**src/hw/rtl/csl_pkg.sv**
```systemverilog
// Token kinds, lexer modes, character classes and keyword tables for the lexer.
`default_nettype none

package csl_pkg;

  typedef enum logic [5:0] {
    TK_EOF      = 6'd0,
    TK_INT_LIT  = 6'd1,
    TK_IDENT    = 6'd2,
    TK_KW_INT   = 6'd3,
    TK_KW_CHAR  = 6'd4,
    TK_KW_IF    = 6'd5,
    TK_KW_ELSE  = 6'd6,
    TK_KW_FOR   = 6'd7,
    TK_KW_WHILE = 6'd8,
    TK_KW_TRUE  = 6'd9,
    TK_KW_FALSE = 6'd10,
    TK_STRING   = 6'd11,
    TK_PLUS     = 6'd12,
    TK_MINUS    = 6'd13,
    TK_STAR     = 6'd14,
    TK_SLASH    = 6'd15,
    TK_GT       = 6'd16,
    TK_GE       = 6'd17,
    TK_LT       = 6'd18,
    TK_LE       = 6'd19,
    TK_ASSIGN   = 6'd20,
    TK_EQ       = 6'd21,
    TK_AMP      = 6'd22,
    TK_ANDAND   = 6'd23,
    TK_PIPE     = 6'd24,
    TK_OROR     = 6'd25,
    TK_BANG     = 6'd26,
    TK_NE       = 6'd27,
    TK_LPAREN   = 6'd28,
    TK_RPAREN   = 6'd29,
    TK_LBRACK   = 6'd30,
    TK_RBRACK   = 6'd31,
    TK_LBRACE   = 6'd32,
    TK_RBRACE   = 6'd33,
    TK_COMMA    = 6'd34,
    TK_SEMI     = 6'd35,
    TK_BAD_CHAR = 6'd36,
    TK_UNCLOSED = 6'd37
  } kind_e;

  typedef enum logic [3:0] {
    M_IDLE   = 4'd0,
    M_NUM    = 4'd1,
    M_IDENT  = 4'd2,
    M_STR    = 4'd3,
    M_ESC    = 4'd4,
    M_OP_GT  = 4'd5,
    M_OP_LT  = 4'd6,
    M_OP_EQ  = 4'd7,
    M_OP_AND = 4'd8,
    M_OP_OR  = 4'd9,
    M_OP_NOT = 4'd10
  } mode_e;

  localparam logic [7:0] CH_NL     = 8'h0A;
  localparam logic [7:0] CH_TAB    = 8'h09;
  localparam logic [7:0] CH_CR     = 8'h0D;
  localparam logic [7:0] CH_SPACE  = 8'h20;
  localparam logic [7:0] CH_QUOTE  = 8'h22;
  localparam logic [7:0] CH_BSLASH = 8'h5C;

  localparam int NUM_KW = 8;

  // int char if else for while true false
  localparam logic [2:0] KW_LEN [NUM_KW] = '{3'd3, 3'd4, 3'd2, 3'd4, 3'd3, 3'd5, 3'd4, 3'd5};

  localparam logic [7:0] KW_TEXT [NUM_KW][5] = '{
    '{8'h69, 8'h6E, 8'h74, 8'h00, 8'h00},
    '{8'h63, 8'h68, 8'h61, 8'h72, 8'h00},
    '{8'h69, 8'h66, 8'h00, 8'h00, 8'h00},
    '{8'h65, 8'h6C, 8'h73, 8'h65, 8'h00},
    '{8'h66, 8'h6F, 8'h72, 8'h00, 8'h00},
    '{8'h77, 8'h68, 8'h69, 8'h6C, 8'h65},
    '{8'h74, 8'h72, 8'h75, 8'h65, 8'h00},
    '{8'h66, 8'h61, 8'h6C, 8'h73, 8'h65}
  };

  function automatic logic is_digit(input logic [7:0] c);
    return c inside {[8'h30:8'h39]};
  endfunction

  function automatic logic is_alpha(input logic [7:0] c);
    return c inside {[8'h61:8'h7A], [8'h41:8'h5A], 8'h5F};
  endfunction

  function automatic logic is_space(input logic [7:0] c);
    return c inside {CH_SPACE, CH_TAB, CH_CR};
  endfunction

  // Single-character tokens; TK_BAD_CHAR means the byte is not one of them.
  function automatic kind_e single_kind(input logic [7:0] c);
    kind_e k;
    case (c)
      8'h2B:   k = TK_PLUS;
      8'h2D:   k = TK_MINUS;
      8'h2A:   k = TK_STAR;
      8'h2F:   k = TK_SLASH;
      8'h28:   k = TK_LPAREN;
      8'h29:   k = TK_RPAREN;
      8'h5B:   k = TK_LBRACK;
      8'h5D:   k = TK_RBRACK;
      8'h7B:   k = TK_LBRACE;
      8'h7D:   k = TK_RBRACE;
      8'h2C:   k = TK_COMMA;
      8'h3B:   k = TK_SEMI;
      default: k = TK_BAD_CHAR;
    endcase
    return k;
  endfunction

  // Lead byte of a possible two-character operator; M_IDLE if none.
  function automatic mode_e op_mode(input logic [7:0] c);
    mode_e m;
    case (c)
      8'h3E:   m = M_OP_GT;
      8'h3C:   m = M_OP_LT;
      8'h3D:   m = M_OP_EQ;
      8'h26:   m = M_OP_AND;
      8'h7C:   m = M_OP_OR;
      8'h21:   m = M_OP_NOT;
      default: m = M_IDLE;
    endcase
    return m;
  endfunction

  function automatic logic [7:0] op_second(input mode_e m);
    logic [7:0] c;
    case (m)
      M_OP_AND: c = 8'h26;
      M_OP_OR:  c = 8'h7C;
      default:  c = 8'h3D;
    endcase
    return c;
  endfunction

  function automatic kind_e op_single(input mode_e m);
    kind_e k;
    case (m)
      M_OP_GT:  k = TK_GT;
      M_OP_LT:  k = TK_LT;
      M_OP_EQ:  k = TK_ASSIGN;
      M_OP_AND: k = TK_AMP;
      M_OP_OR:  k = TK_PIPE;
      default:  k = TK_BANG;
    endcase
    return k;
  endfunction

  function automatic kind_e op_pair(input mode_e m);
    kind_e k;
    case (m)
      M_OP_GT:  k = TK_GE;
      M_OP_LT:  k = TK_LE;
      M_OP_EQ:  k = TK_EQ;
      M_OP_AND: k = TK_ANDAND;
      M_OP_OR:  k = TK_OROR;
      default:  k = TK_NE;
    endcase
    return k;
  endfunction

endpackage

`default_nettype wire

```
**src/hw/rtl/c_subset_lexer.sv**
```systemverilog
// Top level of the streaming C-subset lexer: lexer core plus a four-entry token queue.
//
// Bytes go in on the request channel, one per cycle, with is_end_i closing the stream; tokens
// come out with kind, start line, start column, length and the offending byte for a bad
// character. A token enters the output queue when the byte that completes it is accepted.
// The lexer core does all per-byte work in one pass, so a byte that yields zero or one token
// is taken every cycle as long as no more than one token is waiting in the output queue.
// A byte that yields two or three tokens (a cut-off string, the end of the stream) holds
// in_ready_o low while the queue drains at one token per cycle as long as out_ready_i is high.
// last_of_run_o marks the last token caused by a byte. There is no start-up pass after reset.
`default_nettype none

module c_subset_lexer
  import csl_pkg::*;
#(
  parameter int MAX_TOKEN_LEN = 255,
  parameter int POSITION_BITS = 16
) (
  input  wire logic                     clk_i,
  input  wire logic                     rst_ni,
  input  wire logic                     in_valid_i,
  output logic                          in_ready_o,
  input  wire logic [7:0]               char_code_i,
  input  wire logic                     is_end_i,
  output logic                          out_valid_o,
  input  wire logic                     out_ready_i,
  output logic      [5:0]               token_kind_o,
  output logic      [POSITION_BITS-1:0] token_line_o,
  output logic      [POSITION_BITS-1:0] token_column_o,
  output logic      [7:0]               token_length_o,
  output logic      [7:0]               bad_char_o,
  output logic                          last_of_run_o
);

  localparam int PW    = POSITION_BITS;
  localparam int DEPTH = 4;

  logic            accept, pop;
  logic [1:0]      res_n;
  logic [5:0]      res_kind   [3];
  logic [PW-1:0]   res_line   [3];
  logic [PW-1:0]   res_column [3];
  logic [7:0]      res_length [3];
  logic [7:0]      res_bad    [3];

  logic [2:0]      cnt_q, cnt_d, cnt_kept;
  logic [1:0]      push_n;
  logic [5:0]      ent_kind_q [DEPTH], ent_kind_d [DEPTH];
  logic [PW-1:0]   ent_line_q [DEPTH], ent_line_d [DEPTH];
  logic [PW-1:0]   ent_col_q  [DEPTH], ent_col_d  [DEPTH];
  logic [7:0]      ent_len_q  [DEPTH], ent_len_d  [DEPTH];
  logic [7:0]      ent_bad_q  [DEPTH], ent_bad_d  [DEPTH];
  logic            ent_last_q [DEPTH], ent_last_d [DEPTH];

  assign in_ready_o = (cnt_q <= 3'd1);
  assign accept     = in_valid_i && in_ready_o;
  assign out_valid_o = (cnt_q != 3'd0);
  assign pop        = out_valid_o && out_ready_i;

  csl_core #(
    .MAX_TOKEN_LEN(MAX_TOKEN_LEN),
    .POSITION_BITS(POSITION_BITS)
  ) u_core (
    .clk_i       (clk_i),
    .rst_ni      (rst_ni),
    .accept_i    (accept),
    .char_code_i (char_code_i),
    .is_end_i    (is_end_i),
    .res_n_o     (res_n),
    .res_kind_o  (res_kind),
    .res_line_o  (res_line),
    .res_column_o(res_column),
    .res_length_o(res_length),
    .res_bad_o   (res_bad)
  );

  assign push_n   = accept ? res_n : 2'd0;
  assign cnt_kept = cnt_q - {2'b0, pop};
  assign cnt_d    = cnt_kept + {1'b0, push_n};

  // Shift out the head on a pop, append new tokens behind what is kept
  always_comb begin
    logic [2:0] src;
    logic [2:0] j;
    for (int i = 0; i < DEPTH; i++) begin
      src = 3'(i) + {2'b0, pop};
      j   = 3'(i) - cnt_kept;
      ent_kind_d[i] = ent_kind_q[i];
      ent_line_d[i] = ent_line_q[i];
      ent_col_d[i]  = ent_col_q[i];
      ent_len_d[i]  = ent_len_q[i];
      ent_bad_d[i]  = ent_bad_q[i];
      ent_last_d[i] = ent_last_q[i];
      if (src < cnt_q) begin
        ent_kind_d[i] = ent_kind_q[src[1:0]];
        ent_line_d[i] = ent_line_q[src[1:0]];
        ent_col_d[i]  = ent_col_q[src[1:0]];
        ent_len_d[i]  = ent_len_q[src[1:0]];
        ent_bad_d[i]  = ent_bad_q[src[1:0]];
        ent_last_d[i] = ent_last_q[src[1:0]];
      end else if (3'(i) >= cnt_kept && j < {1'b0, push_n}) begin
        ent_kind_d[i] = res_kind[j[1:0]];
        ent_line_d[i] = res_line[j[1:0]];
        ent_col_d[i]  = res_column[j[1:0]];
        ent_len_d[i]  = res_length[j[1:0]];
        ent_bad_d[i]  = res_bad[j[1:0]];
        ent_last_d[i] = (j == {1'b0, push_n} - 3'd1);
      end
    end
  end

  always_ff @(posedge clk_i or negedge rst_ni) begin
    if (!rst_ni) begin
      cnt_q <= '0;
    end else begin
      cnt_q <= cnt_d;
    end
  end

  always_ff @(posedge clk_i) begin
    ent_kind_q <= ent_kind_d;
    ent_line_q <= ent_line_d;
    ent_col_q  <= ent_col_d;
    ent_len_q  <= ent_len_d;
    ent_bad_q  <= ent_bad_d;
    ent_last_q <= ent_last_d;
  end

  assign token_kind_o   = ent_kind_q[0];
  assign token_line_o   = ent_line_q[0];
  assign token_column_o = ent_col_q[0];
  assign token_length_o = ent_len_q[0];
  assign bad_char_o     = ent_bad_q[0];
  assign last_of_run_o  = ent_last_q[0];

endmodule

`default_nettype wire

```
**src/hw/rtl/csl_core.sv**
```systemverilog
// Lexer state registers and the single-pass logic that turns one byte into up to three tokens.
`default_nettype none

module csl_core
  import csl_pkg::*;
#(
  parameter int MAX_TOKEN_LEN = 255,
  parameter int POSITION_BITS = 16
) (
  input  wire logic                     clk_i,
  input  wire logic                     rst_ni,
  input  wire logic                     accept_i,
  input  wire logic [7:0]               char_code_i,
  input  wire logic                     is_end_i,
  output logic      [1:0]               res_n_o,
  output logic      [5:0]               res_kind_o   [3],
  output logic      [POSITION_BITS-1:0] res_line_o   [3],
  output logic      [POSITION_BITS-1:0] res_column_o [3],
  output logic      [7:0]               res_length_o [3],
  output logic      [7:0]               res_bad_o    [3]
);

  localparam int RW = $clog2(MAX_TOKEN_LEN + 1);
  localparam int PW = POSITION_BITS;

  mode_e           mode_q, mode_d;
  logic [7:0]      kw_q, kw_d;
  logic [PW-1:0]   line_q, line_d, col_q, col_d;
  logic [PW-1:0]   scol_q, scol_d, sline_q, sline_d;
  logic [RW-1:0]   run_q, run_d;
  logic            ended_q, ended_d;

  logic [PW-1:0]   line_inc, col_inc;
  logic [RW-1:0]   run_inc;
  logic [7:0]      run_sat, run_inc_sat;
  kind_e           ident_kind;

  logic            do_flush, do_idle;
  logic            tail_v;
  kind_e           tail_kind;
  logic [PW-1:0]   tail_line, tail_col;
  logic [7:0]      tail_len, tail_bad;

  logic [1:0]      fl_n, fl_n_eff;
  kind_e           fl_kind [2];
  logic [7:0]      fl_len;

  function automatic logic [7:0] kw_step(input logic [7:0] kw, input logic [RW-1:0] run,
                                         input logic [7:0] c);
    logic [7:0] res;
    res = kw;
    for (int k = 0; k < NUM_KW; k++) begin
      if (!(32'(run) < 32'(KW_LEN[k]) && KW_TEXT[k][run[2:0]] == c)) begin
        res[k] = 1'b0;
      end
    end
    return res;
  endfunction

  function automatic logic [7:0] len_sat(input logic [RW-1:0] run);
    logic [31:0] ext;
    ext = 32'(run);
    return (ext > 32'd255) ? 8'hFF : ext[7:0];
  endfunction

  assign line_inc    = (line_q == '1) ? line_q : line_q + PW'(1);
  assign col_inc     = (col_q == '1) ? col_q : col_q + PW'(1);
  assign run_inc     = (run_q < RW'(MAX_TOKEN_LEN)) ? run_q + RW'(1) : run_q;
  assign run_sat     = len_sat(run_q);
  assign run_inc_sat = len_sat(run_inc);

  always_comb begin
    ident_kind = TK_IDENT;
    for (int k = 0; k < NUM_KW; k++) begin
      if (kw_q[k] && 32'(run_q) == 32'(KW_LEN[k])) begin
        ident_kind = kind_e'(6'(TK_KW_INT) + 6'(k));
      end
    end
  end

  // Tokens owed by the pending run when it is cut short
  always_comb begin
    fl_n       = 2'd0;
    fl_kind[0] = TK_EOF;
    fl_kind[1] = TK_EOF;
    fl_len     = run_sat;
    case (mode_q)
      M_IDLE: ;
      M_NUM: begin
        fl_n       = 2'd1;
        fl_kind[0] = TK_INT_LIT;
      end
      M_IDENT: begin
        fl_n       = 2'd1;
        fl_kind[0] = ident_kind;
      end
      M_STR, M_ESC: begin
        fl_n       = 2'd2;
        fl_kind[0] = TK_UNCLOSED;
        fl_kind[1] = TK_STRING;
      end
      default: begin
        fl_n       = 2'd1;
        fl_kind[0] = op_single(mode_q);
        fl_len     = 8'd1;
      end
    endcase
  end

  always_comb begin
    mode_d    = mode_q;
    kw_d      = kw_q;
    line_d    = line_q;
    col_d     = col_q;
    scol_d    = scol_q;
    sline_d   = sline_q;
    run_d     = run_q;
    ended_d   = ended_q;
    do_flush  = 1'b0;
    do_idle   = 1'b0;
    tail_v    = 1'b0;
    tail_kind = TK_EOF;
    tail_line = line_q;
    tail_col  = col_q;
    tail_len  = 8'd0;
    tail_bad  = 8'd0;

    if (ended_q) begin
      tail_v = 1'b1;
    end else if (is_end_i) begin
      do_flush = 1'b1;
      col_d    = col_inc;
      tail_v   = 1'b1;
      tail_col = col_inc;
      ended_d  = 1'b1;
    end else begin
      case (mode_q)
        M_IDLE: do_idle = 1'b1;
        M_NUM: begin
          if (is_digit(char_code_i)) begin
            col_d = col_inc;
            run_d = run_inc;
          end else begin
            do_flush = 1'b1;
            do_idle  = 1'b1;
          end
        end
        M_IDENT: begin
          if (is_alpha(char_code_i) || is_digit(char_code_i)) begin
            kw_d  = kw_step(kw_q, run_q, char_code_i);
            col_d = col_inc;
            run_d = run_inc;
          end else begin
            do_flush = 1'b1;
            do_idle  = 1'b1;
          end
        end
        M_STR: begin
          if (char_code_i == CH_NL) begin
            do_flush = 1'b1;
            do_idle  = 1'b1;
          end else begin
            col_d = col_inc;
            run_d = run_inc;
            if (char_code_i == CH_QUOTE) begin
              tail_v    = 1'b1;
              tail_kind = TK_STRING;
              tail_line = sline_q;
              tail_col  = scol_q;
              tail_len  = run_inc_sat;
              mode_d    = M_IDLE;
              run_d     = '0;
            end else if (char_code_i == CH_BSLASH) begin
              mode_d = M_ESC;
            end
          end
        end
        M_ESC: begin
          run_d  = run_inc;
          mode_d = M_STR;
          if (char_code_i == CH_NL) begin
            line_d = line_inc;
            col_d  = '0;
          end else begin
            col_d = col_inc;
          end
        end
        default: begin
          if (char_code_i == op_second(mode_q)) begin
            col_d     = col_inc;
            tail_v    = 1'b1;
            tail_kind = op_pair(mode_q);
            tail_line = sline_q;
            tail_col  = scol_q;
            tail_len  = 8'd2;
            mode_d    = M_IDLE;
            run_d     = '0;
          end else begin
            do_flush = 1'b1;
            do_idle  = 1'b1;
          end
        end
      endcase
    end

    if (do_flush) begin
      mode_d = M_IDLE;
      kw_d   = '0;
      run_d  = '0;
    end

    // Byte seen with no token pending
    if (do_idle) begin
      mode_d = M_IDLE;
      if (char_code_i == CH_NL) begin
        line_d = line_inc;
        col_d  = '0;
      end else begin
        col_d = col_inc;
        if (!is_space(char_code_i)) begin
          if (is_digit(char_code_i) || is_alpha(char_code_i) || char_code_i == CH_QUOTE ||
              op_mode(char_code_i) != M_IDLE) begin
            scol_d  = col_inc;
            sline_d = line_q;
            run_d   = RW'(1);
            if (is_digit(char_code_i)) begin
              mode_d = M_NUM;
            end else if (is_alpha(char_code_i)) begin
              mode_d = M_IDENT;
              kw_d   = kw_step(8'hFF, '0, char_code_i);
            end else if (char_code_i == CH_QUOTE) begin
              mode_d = M_STR;
            end else begin
              mode_d = op_mode(char_code_i);
            end
          end else begin
            tail_v    = 1'b1;
            tail_kind = single_kind(char_code_i);
            tail_line = line_q;
            tail_col  = col_inc;
            tail_len  = 8'd1;
            if (single_kind(char_code_i) == TK_BAD_CHAR) begin
              tail_bad = char_code_i;
            end
          end
        end
      end
    end
  end

  assign fl_n_eff = do_flush ? fl_n : 2'd0;
  assign res_n_o  = fl_n_eff + {1'b0, tail_v};

  always_comb begin
    for (int s = 0; s < 3; s++) begin
      res_kind_o[s]   = TK_EOF;
      res_line_o[s]   = '0;
      res_column_o[s] = '0;
      res_length_o[s] = '0;
      res_bad_o[s]    = '0;
      if (2'(s) < fl_n_eff) begin
        res_kind_o[s]   = fl_kind[s[0]];
        res_line_o[s]   = sline_q;
        res_column_o[s] = scol_q;
        res_length_o[s] = fl_len;
      end else if (tail_v && 2'(s) == fl_n_eff) begin
        res_kind_o[s]   = tail_kind;
        res_line_o[s]   = tail_line;
        res_column_o[s] = tail_col;
        res_length_o[s] = tail_len;
        res_bad_o[s]    = tail_bad;
      end
    end
  end

  always_ff @(posedge clk_i or negedge rst_ni) begin
    if (!rst_ni) begin
      mode_q  <= M_IDLE;
      kw_q    <= '0;
      line_q  <= PW'(1);
      col_q   <= '0;
      scol_q  <= '0;
      sline_q <= PW'(1);
      run_q   <= '0;
      ended_q <= 1'b0;
    end else if (accept_i) begin
      mode_q  <= mode_d;
      kw_q    <= kw_d;
      line_q  <= line_d;
      col_q   <= col_d;
      scol_q  <= scol_d;
      sline_q <= sline_d;
      run_q   <= run_d;
      ended_q <= ended_d;
    end
  end

endmodule

`default_nettype wire
```
**config.mk**
```make
export PLATFORM = sky130hd
export DESIGN_NAME = c_subset_lexer
export DESIGN_NICKNAME = d
export VERILOG_FILES = /design/src/hw/rtl/csl_pkg.sv /design/src/hw/rtl/c_subset_lexer.sv /design/src/hw/rtl/csl_core.sv
export SDC_FILE = /design/constraint.sdc
export NUM_CORES = 1
export LEC_CHECK = 0
export ABC_CLOCK_PERIOD_IN_PS = 18400
export BUFFER_PORTS_ARGS = -buffer_cell sky130_fd_sc_hd__buf_2
export CAP_MARGIN = 15
export CORE_AREA = 2 2 193 195
export CTS_BUF_LIST = sky130_fd_sc_hd__clkbuf_4
export CTS_CLUSTER_DIAMETER = 30
export CTS_CLUSTER_SIZE = 25
export DETAILED_ROUTE_END_ITERATION = 8
export DIE_AREA = 0 0 195 197
export PLACE_DENSITY_LB_ADDON = 0.25
export SLEW_MARGIN = 5
export SYNTH_ARGS = -nofsm -noshare
export SYNTH_HDL_FRONTEND = slang
export SYNTH_HIERARCHICAL = 1
export SYNTH_SLANG_ARGS = --single-unit
```
**constraint.sdc**
```tcl
create_clock -name clk_i -period 18.4 [get_ports clk_i]
set_input_delay 3.68 -clock clk_i [delete_from_list [all_inputs] [get_ports clk_i]]
set_output_delay 3.68 -clock clk_i [all_outputs]
set_load 0.005 [all_outputs]
```
==> metrics.log <==
[metrics] reg-to-reg slack, setup: 12.00 ns
[metrics] Placement Rows: 70
[metrics] # clock sinks: 308
[metrics] number of DRC markers after the initial detailed-route iteration: 2396
[metrics] Post-CTS Setup Bufs: 0
[metrics] power density cells: 177.5 nW/um2
[metrics] most instantiated flip-flop cell in the synthesis netlist: edfxtp_1
[metrics] setup-violating endpoint count in the final report: 0
[metrics] Vias/cell: 6.908
[metrics] number of storage elements in the synthesis netlist: 308
[metrics] maximum net fanout on the critical path: 43
[metrics] maximum number of pins on one net before global-route repair: 116
[metrics] synthesized area per cell: 9.593 um2
[metrics] Setup crit end kind: register
[metrics] dominant cell by count in the synthesized netlist: mux2i_1
[metrics] final setup skew: 0.04903 ns
[metrics] proportion of synthesized flip-flops having asynchronous set or reset: 28.57%
[metrics] type of the worst setup path: primary input to register
[metrics] unique cell type count in the Yosys netlist: 93
[metrics] maximum clock rate: 112.5 MHz
[metrics] EDFF count, synth: 220
[metrics] R2R depth: 12
[metrics] post-synthesis cell type with the largest combined area: edfxtp_1
[metrics] total of warnings raised by yosys: 6
[metrics] share of Yosys cell area claimed by the top area cell type: 28.25%
[metrics] Final nets: 2381
[metrics] number of buffers inserted during clock tree synthesis: 72
[metrics] met1 usage: 50.18%
[metrics] Root Buffer: clkbuf_4
[metrics] Resize count post-CTS: 0
[metrics] height of the die: 197 um
[metrics] antenna violation net count after detailed routing: 0
[metrics] kind of start point of the critical path: primary input
[metrics] first-pass GRT wire length: 107.8 mm
[metrics] Post-Route WL: 67.92 mm
[metrics] destination of the critical timing path: ent_bad_q[15]
[metrics] largest cells by area after synthesis: edfxtp_1 28%, mux2i_1 13%, dfrtp_1 9.2%
[metrics] total of buffers placed on input and output ports: 69
[metrics] sequential area share after synthesis: 37.67%
[metrics] final hold vios: 0
[metrics] final sum of negative setup slack: 0 ns
[metrics] CP Data Arrival Time: 9.28 ns
[metrics] post-route minimum period: 8.887 ns
[metrics] Max Cap Violations: 0
[metrics] iteration count of the initial detailed-routing pass: 6
[metrics] worst slew pin tran: 1.170 ns
[metrics] via count of the first global-routing pass: 19.03k
[metrics] RSZ-0062 raised after global routing: false
[metrics] clock-pin slew reported for the worst setup and hold paths after clock tree synthesis: 0.08 ns
[metrics] area inside the core boundary: 36260 um2
[metrics] relative max-transition margin: 21.98%
[metrics] global-route usage over all layers: 35.42%
[metrics] DRC viols: 0
[metrics] met3 Usage GRT: 7.392%
[metrics] final HPWL from detailed placement: 42.30 mm
[metrics] standby leakage power: 9.704 nW
[metrics] post-synthesis cell count: 2438
[metrics] maximum count of clock buffers along a single path: 3
[metrics] post-cts hold buffer count: 0
[metrics] source of the worst register-to-register timing path: u_core/mode_q[3]
[metrics] Routed wire per std cell: 23.65 um
[metrics] CTS tree: done
[metrics] power after layout: 0.004304 W
[metrics] Reg-to-Reg End: ent_bad_q[15]
[metrics] CTS H-tree lvls: 3
[metrics] final worst-path cycle share: 48.30%
[metrics] layout overhead on the synthesized area: 3.638%
[metrics] Req. time, crit path: 18.79 ns
[metrics] outcome: finished clean
[metrics] full die area: 38420 um2
[metrics] Clk Latency, worst-skew pair: 0.79 ns
[metrics] final weighted congestion in routability-driven placement: 0.9845
[metrics] class of the tightest hold or removal check: register to register
[metrics] DR vias: 19.84k
[metrics] Final Max Tran Viols: 0
[metrics] netlist area before placement: 23390 um2
[metrics] number of antenna violations at the first check in global routing: 1
[metrics] maximum resistive drop on vdd: 0.1993 mV
[metrics] overall overflow remaining after global route: 0
[metrics] Starting Density: 64.50%
[metrics] met2 Usage GRT: 54.40%
[metrics] launching instance or port of the critical path: char_code_i[2]
[metrics] I/O pin count: 70
[metrics] ratio of cells with drive above 1 in the final layout: 16.98%
[metrics] global route hottest layer: met2
[metrics] Die X: 195 um
[metrics] commonest cells in the netlist: 304 x mux2i_1, 274 x a21oi_1, 220 x edfxtp_1
[layout make-up]
type / instances / area [um2]
antenna: 1 / 2.502
clock buffer: 81 / 608.1
inverter: 33 / 123.9
timing repair buffer: 106 / 638.1
tap: 468 / 585.6
multi-input combinational: 1823 / 13040
clock inverter: 52 / 432.9
fill: 2955 / 12020
sequential: 308 / 8811
[critical path, stage by stage]
cell and delay [ns]:
buf_2 0.35, or4_1 0.62, o21ai_0 0.24, nor2_1 0.15, nor4b_2 0.70, a211o_1 0.79
ha_1 0.29, xor2_1 0.18, nand2_1 0.17, ha_1 0.33, a2111oi_0 0.71, o2bb2ai_4 0.43
buf_4 0.60
[per-layer routing]
layer  vias up  wire (um)  share of wire (%)
li1       8871          -                  -
met1      9621      28080                 41
met2      1195      30330                 45
met3       153       7707                 11
met4         0       1799                2.6
met5         -          0                  0
[flip-flops by register name (all words and copies together), names as in the netlist]
| register | flops |
|---|---|
| bad_char_o | 8 |
| cnt_q | 3 |
| ent_bad_q | 24 |
| ent_col_q | 48 |
| ent_kind_q | 18 |
| ent_last_q | 3 |
| ent_len_q | 24 |
| ent_line_q | 48 |
| last_of_run_o | 1 |
| token_column_o | 16 |
| token_kind_o | 6 |
| token_length_o | 8 |
| token_line_o | 16 |
| u_core/col_q | 16 |
| u_core/ended_q | 1 |
| u_core/kw_q | 8 |
| u_core/line_q | 16 |
| u_core/mode_q | 4 |
| u_core/run_q | 8 |
| u_core/scol_q | 16 |
| u_core/sline_q | 16 |
[where the power goes]
part           internal, W  switching (W)  leakage [nW]
sequential         0.00125       0.000195          3.37
clock             0.000300       0.000337         0.580
combinational     0.000810        0.00141          5.76
[layout by cell type (no fill, tap or decap), drive strengths merged, types with 6 or more instances in the layout]
master | netlist | routed
nor3b | 60 | 60
and3b | 53 | 53
dfrtp | 86 | 86
xnor2 | 27 | 27
a21o | 8 | 8
o31ai | 14 | 14
and3 | 17 | 17
nor2b | 37 | 37
mux2i | 304 | 304
buf | 181 | 106
clkbuf | 114 | 81
nand2b | 7 | 7
a22oi | 70 | 70
nand3 | 44 | 44
conb | 1 | 22
nor4 | 9 | 9
xor2 | 17 | 17
nor4b | 7 | 7
o2111ai | 7 | 7
a211oi | 8 | 8
a22o | 45 | 45
nand2 | 131 | 131
or2 | 6 | 6
nand4 | 16 | 16
o22ai | 22 | 22
nor3 | 23 | 23
a21oi | 274 | 274
ha | 24 | 24
a31oi | 21 | 21
and2 | 28 | 28
clkinv | 0 | 31
clkinvlp | 0 | 10
a211o | 8 | 8
mux2 | 128 | 128
o21ai | 87 | 87
nor2 | 201 | 201
edfxtp | 220 | 220
inv | 33 | 39
[how the worst min path moves through the flow]
stage / from / endpoint / cells past startpoint
floorplan: u_core/kw_q[3] / u_core/kw_q[3] / 1
global placement: u_core/kw_q[3] / u_core/kw_q[3] / 1
detailed placement: u_core/kw_q[3] / u_core/kw_q[3] / 1
CTS: u_core/kw_q[3] / u_core/kw_q[3] / 1
global route: u_core/kw_q[3] / u_core/kw_q[3] / 1
finish: u_core/kw_q[3] / u_core/kw_q[3] / 1
[per-stage QoR]
stage / setup WS (ns) / area [um2] / hold WS (ns) / instances / utilization, %
2_1_floorplan: 7.239 / 23470 / 0.4506 / 2459 / -
3_3_place_gp: 8.957 / 23200 / 0.4623 / 2738 / 63.97
3_5_place_dp: 8.813 / 23200 / 0.4691 / 2738 / 63.97
4_1_cts: 9.686 / 24240 / 0.4886 / 2871 / 66.84
5_1_grt: 9.134 / 24240 / 0.5199 / 2872 / 66.85
6_report: 9.513 / 24240 / 0.4892 / 2872 / 66.85
[logic make-up (layout without fill, tap and decap cells)]
family	Yosys count	after routing	share of synthesized area, %
AOI/OAI and AO/OA	633	633	17.21
muxes	432	432	19.17
other	1	23	0.01603
DFF	308	308	37.67
xor gates and xnor gates	45	45	1.744
and+or+nand+nor	667	667	15.28
adders and majority gates	24	24	1.284
buffers and inverters	328	272	7.618
Power figures use the tool's default switching activity.
